[config.mk]
export PLATFORM = sky130hd
export DESIGN_NAME = e2r_cordic
export DESIGN_NICKNAME = d
export VERILOG_FILES = /design/src/rtl/core/e2r_pkg.sv /design/src/rtl/core/e2r_cordic.sv
export SDC_FILE = /design/constraint.sdc
export NUM_CORES = 2
export LEC_CHECK = 0
export BUFFER_PORTS_ARGS = -buffer_cell sky130_fd_sc_hd__buf_4
export CORE_ASPECT_RATIO = 1.25
export CORE_MARGIN = 5
export CORE_UTILIZATION = 40
export CTS_CLUSTER_SIZE = 25
export DETAILED_ROUTE_END_ITERATION = 8
export GPL_TIMING_DRIVEN = 0
export SLEW_MARGIN = 40
export SYNTH_ARGS = -nofsm -noshare
export SYNTH_HDL_FRONTEND = slang
export SYNTH_SLANG_ARGS = --single-unit
[constraint.sdc]
create_clock -name aclk -period 7.81 [get_ports aclk]
set_input_delay 1.562 -clock aclk [delete_from_list [all_inputs] [get_ports aclk]]
set_output_delay 1.562 -clock aclk [all_outputs]
set_load 0.01 [all_outputs]
[src/rtl/core/e2r_pkg.sv]
package e2r_pkg;
    localparam int AngW = 16;
    localparam int IntW = 34;
    localparam int TabLen = 24;
    localparam int DefTrigStages = 16;
    localparam int DefOutFracBits = 14;
    localparam int OutW = 16;
    localparam logic signed [IntW-1:0] Q30Gain = 34'sd652032874;
    localparam logic signed [IntW-1:0] Q30HalfPi = 34'sd1686629713;
    localparam logic signed [IntW-1:0] Q30Pi = 34'sd3373259426;

    function automatic logic signed [IntW-1:0] atan_q30(input int i);
        logic signed [IntW-1:0] r;
        case (i)
            0: r = 34'sd843314857;
            1: r = 34'sd497837829;
            2: r = 34'sd263043837;
            3: r = 34'sd133525159;
            4: r = 34'sd67021687;
            5: r = 34'sd33543516;
            6: r = 34'sd16775851;
            7: r = 34'sd8388437;
            8: r = 34'sd4194283;
            9: r = 34'sd2097149;
            default: r = IntW'(64'sd1 << (30 - i));
        endcase
        return r;
    endfunction

    typedef struct packed {
        logic signed [IntW-1:0] s;
        logic signed [IntW-1:0] c;
    } sc_t;
endpackage

[src/rtl/core/e2r_cordic.sv]
module e2r_cordic import e2r_pkg::*; #(
    parameter int TRIG_STAGES = DefTrigStages
) (
    input  logic                   aclk,
    input  logic                   en,
    input  logic signed [AngW-1:0] angle,
    output sc_t                    sc
);
    localparam int N = (TRIG_STAGES > TabLen) ? TabLen : TRIG_STAGES;

    logic signed [IntW-1:0] x_reg [0:N];
    logic signed [IntW-1:0] y_reg [0:N];
    logic signed [IntW-1:0] z_reg [0:N];
    logic                   neg_reg [0:N];
    logic signed [IntW-1:0] z0;

    always_comb begin
        z0 = IntW'(angle) <<< 17;
    end

    always_ff @(posedge aclk) begin
        if (en) begin
            x_reg[0] <= Q30Gain;
            y_reg[0] <= '0;
            if (z0 > Q30HalfPi) begin
                z_reg[0] <= z0 - Q30Pi;
                neg_reg[0] <= 1'b1;
            end else if (z0 < -Q30HalfPi) begin
                z_reg[0] <= z0 + Q30Pi;
                neg_reg[0] <= 1'b1;
            end else begin
                z_reg[0] <= z0;
                neg_reg[0] <= 1'b0;
            end
        end
    end

    for (genvar i = 0; i < N; i++) begin : g_stage
        always_ff @(posedge aclk) begin
            if (en) begin
                neg_reg[i+1] <= neg_reg[i];
                if (z_reg[i] >= 0) begin
                    x_reg[i+1] <= x_reg[i] - (y_reg[i] >>> i);
                    y_reg[i+1] <= y_reg[i] + (x_reg[i] >>> i);
                    z_reg[i+1] <= z_reg[i] - atan_q30(i);
                end else begin
                    x_reg[i+1] <= x_reg[i] + (y_reg[i] >>> i);
                    y_reg[i+1] <= y_reg[i] - (x_reg[i] >>> i);
                    z_reg[i+1] <= z_reg[i] + atan_q30(i);
                end
            end
        end
    end

    assign sc.s = neg_reg[N] ? -y_reg[N] : y_reg[N];
    assign sc.c = neg_reg[N] ? -x_reg[N] : x_reg[N];
endmodule

==> flow_metrics.tcl <==
set metrics [dict create \
    status "finished, final reports clean" \
    place_ws_ns -1.28 \
    synth_common_cells "1420 x edfxtp_1, 1345 x ha_1, 1258 x a21oi_1" \
    clockBufferDepth 4 \
    synth_top_area_share 0.349 \
    synth_area_leaders "edfxtp_1 35%, ha_1 14%, xnor2_1 9.0%, a21oi_1 5.2%, xor2_1 4.1%" \
    place_congestion 0.980 \
    max_clock_freq_ghz 0.134 \
    grt_pass1_vias 96600 \
    coreArea_um2 305000 \
    cts_setup_buffers 0 \
    setup_violations 0 \
    hold_buffers 0 \
    viasPerCell 5.62 \
    period_share 0.953 \
    grt_usage 0.213 \
    max_slew_margin 0.333 \
    arrival_ns 8.15 \
    finalCriticalPeriod_ns 7.44 \
    overflow 0 \
    grt_setup_unrepaired "false" \
    hpwl_mm 289 \
    clkSinkCount 1420 \
    finalMaxSlewViolations 0 \
    cp-startpoint "en" \
    tritoncts "yes" \
    synth_area_um2 122000 \
    ys_seq_area_frac 0.349 \
    worstPathRequired_ns 8.52 \
    grt_pass1_wl_mm 538 \
    ys_warn_count 0 \
    synth-edff-count 1420 \
    clock-skew-final_ns 0.0817 \
    numCtsBuffers 173 \
    vias 97300 \
    drc 0 \
    die_h_um 628 \
    reg2reg_from "z_reg[12][33]$_DFFE_PP_" \
    worstHoldStart "neg_reg[3]$_DFFE_PP_" \
    worst_slack_ns 0.367 \
    synth_ff_type "edfxtp_1" \
    syn2layout_area_growth_pct 10.2 \
    ys_types 88 \
    dieArea_um2 317000 \
    fill_cells 29600 \
    nNetsFinal 14600 \
    syn_nets 14300 \
    clk_pin_slew_ns 0.06 \
    drv_cap 0 \
    largest_reg_flops 511 \
    async_reset_ff_frac 0 \
    start_util 0.401 \
    wl_per_cell_um 20.2 \
    cp-start-kind "primary input" \
    crit_fanout 24 \
    fin_util 0.442 \
    die_w_um 504 \
    antenna_found_initial 5 \
    end_kind "register" \
    dpl_cell_area_um2 129000 \
    yosysMostFrequentCell "edfxtp_1" \
    tightest_slew_ns 0.994 \
    synth-seq-cells 1420 \
    grt_max_degree 47 \
    crit_type "primary input to register" \
    synth_top_cell_by_area "edfxtp_1" \
    synth_cells 12900 \
    clockRootBuffer "clkbuf_16" \
    setup_tns_ns 0 \
    fp-row-count 227 \
    hold_path_class "register to register" \
    portBuffers 78 \
    ios 86 \
    first_pass_iters 9 \
    avgSynthCellArea_um2 9.49 \
    detail-route-antenna-nets 0 \
    layout-drive-gt1-share 0.0448 \
    fin_area_um2 135000 \
    clk_latency_ns 0.85 \
    routed_wl_mm 350 \
    final-hold-violation-count 0 \
    htree_levels 4 \
    drt_iter0_drc 4914 \
]
==> critical path, cell delays in order <==
cell and delay [ns]:
buf_4 0.38, clkbuf_2 0.58, nand2_1 0.56, inv_1 0.28
clkbuf_1 0.47, buf_1 0.58, nor2_1 0.14, xnor2_1 0.21
ha_1 0.34, a21boi_0 0.48, o211ai_1 0.30, a21oi_1 0.33
o221ai_1 0.25, a21oi_1 0.53, a31oi_1 0.25, or4b_2 0.64
nand4_1 0.13
==> layout make-up <==
type                    count  area [µm²]  area share
inverters                 590        2210      0.0164
diodes                      4        10.0   0.0000743
plain buffers             210         891     0.00661
flip-flops and latches   1420       42600       0.316
well taps                4007        5010      0.0372
clock buffers             198        4550      0.0338
clock inverters           103        1050     0.00783
multi-input cells       10700       76800       0.570
repair buffers            126        1610      0.0119
==> timing repair <==
action / CTS / global route
setup endpoints to repair: 28 / 1
hold endpoints to repair: 0 / 0
resized for setup: 0 / 1
==> logic make-up after synthesis <==
family	share of synthesized area
XOR/XNOR	0.131
multiplexers	0.00878
AND/OR/NAND/NOR	0.137
adder cells (fa/ha/maj)	0.144
buffers and inverters	0.0247
flip-flops	0.349
AO/OA/AOI/OAI	0.205
==> layout by cell type, fill, tap and decap left out, types with 40 or more instances in the layout <==
cell type	synthesis	final
or2_2	41	41
ha_1	1345	1345
or3_1	115	115
and3_1	126	126
clkbuf_1	174	159
and2_1	86	86
o211ai_1	76	76
xor2_1	578	578
nand2b_1	202	202
edfxtp_1	1420	1420
nor4_1	84	77
a31o_2	43	43
nand3_1	253	253
a211oi_1	108	104
a31oi_1	94	94
mux2i_1	69	69
xnor2_1	1256	1256
a21oi_1	1258	1257
a21boi_0	51	51
o21bai_1	174	174
o21ai_0	699	696
nor3_1	380	380
or4_1	54	54
nand4_1	78	78
o21a_1	193	193
buf_4	2	80
clkbuf_16	0	179
nor2b_1	163	163
o41ai_1	80	77
a2111oi_0	47	40
nor2_1	957	957
o31ai_1	169	166
fa_1	41	41
a21o_1	525	525
nand2_1	755	753
inv_1	579	579
==> through the flow <==
stage                     hold slack, ns  std cells
after floorplan                    0.400      12900
after detailed placement           0.405      17000
final                              0.417      17300
after global routing               0.424      17300
after CTS                          0.419      17300
after global placement             0.401      17000
==> worst paths after layout <==
check                            endpoint  cells past startpoint  slack [ns]
setup / recovery   y_reg[8][29]$_DFFE_PP_                     17        0.37
setup reg to reg  y_reg[13][33]$_DFFE_PP_                     17        1.37
hold reg to reg      neg_reg[4]$_DFFE_PP_                      0        0.42
hold / removal       neg_reg[4]$_DFFE_PP_                      0        0.42
==> layer usage <==
layer  up-vias  share of wire  track usage
li1      48700              -            -
met1     45600           0.34        0.198
met2      2036           0.54        0.425
met3       982          0.030       0.0239
met4         0          0.086        0.154
met5         -              0            0
Power is not shown: default switching activity piles up to over one toggle a cycle in this logic, so the estimate is an artifact.
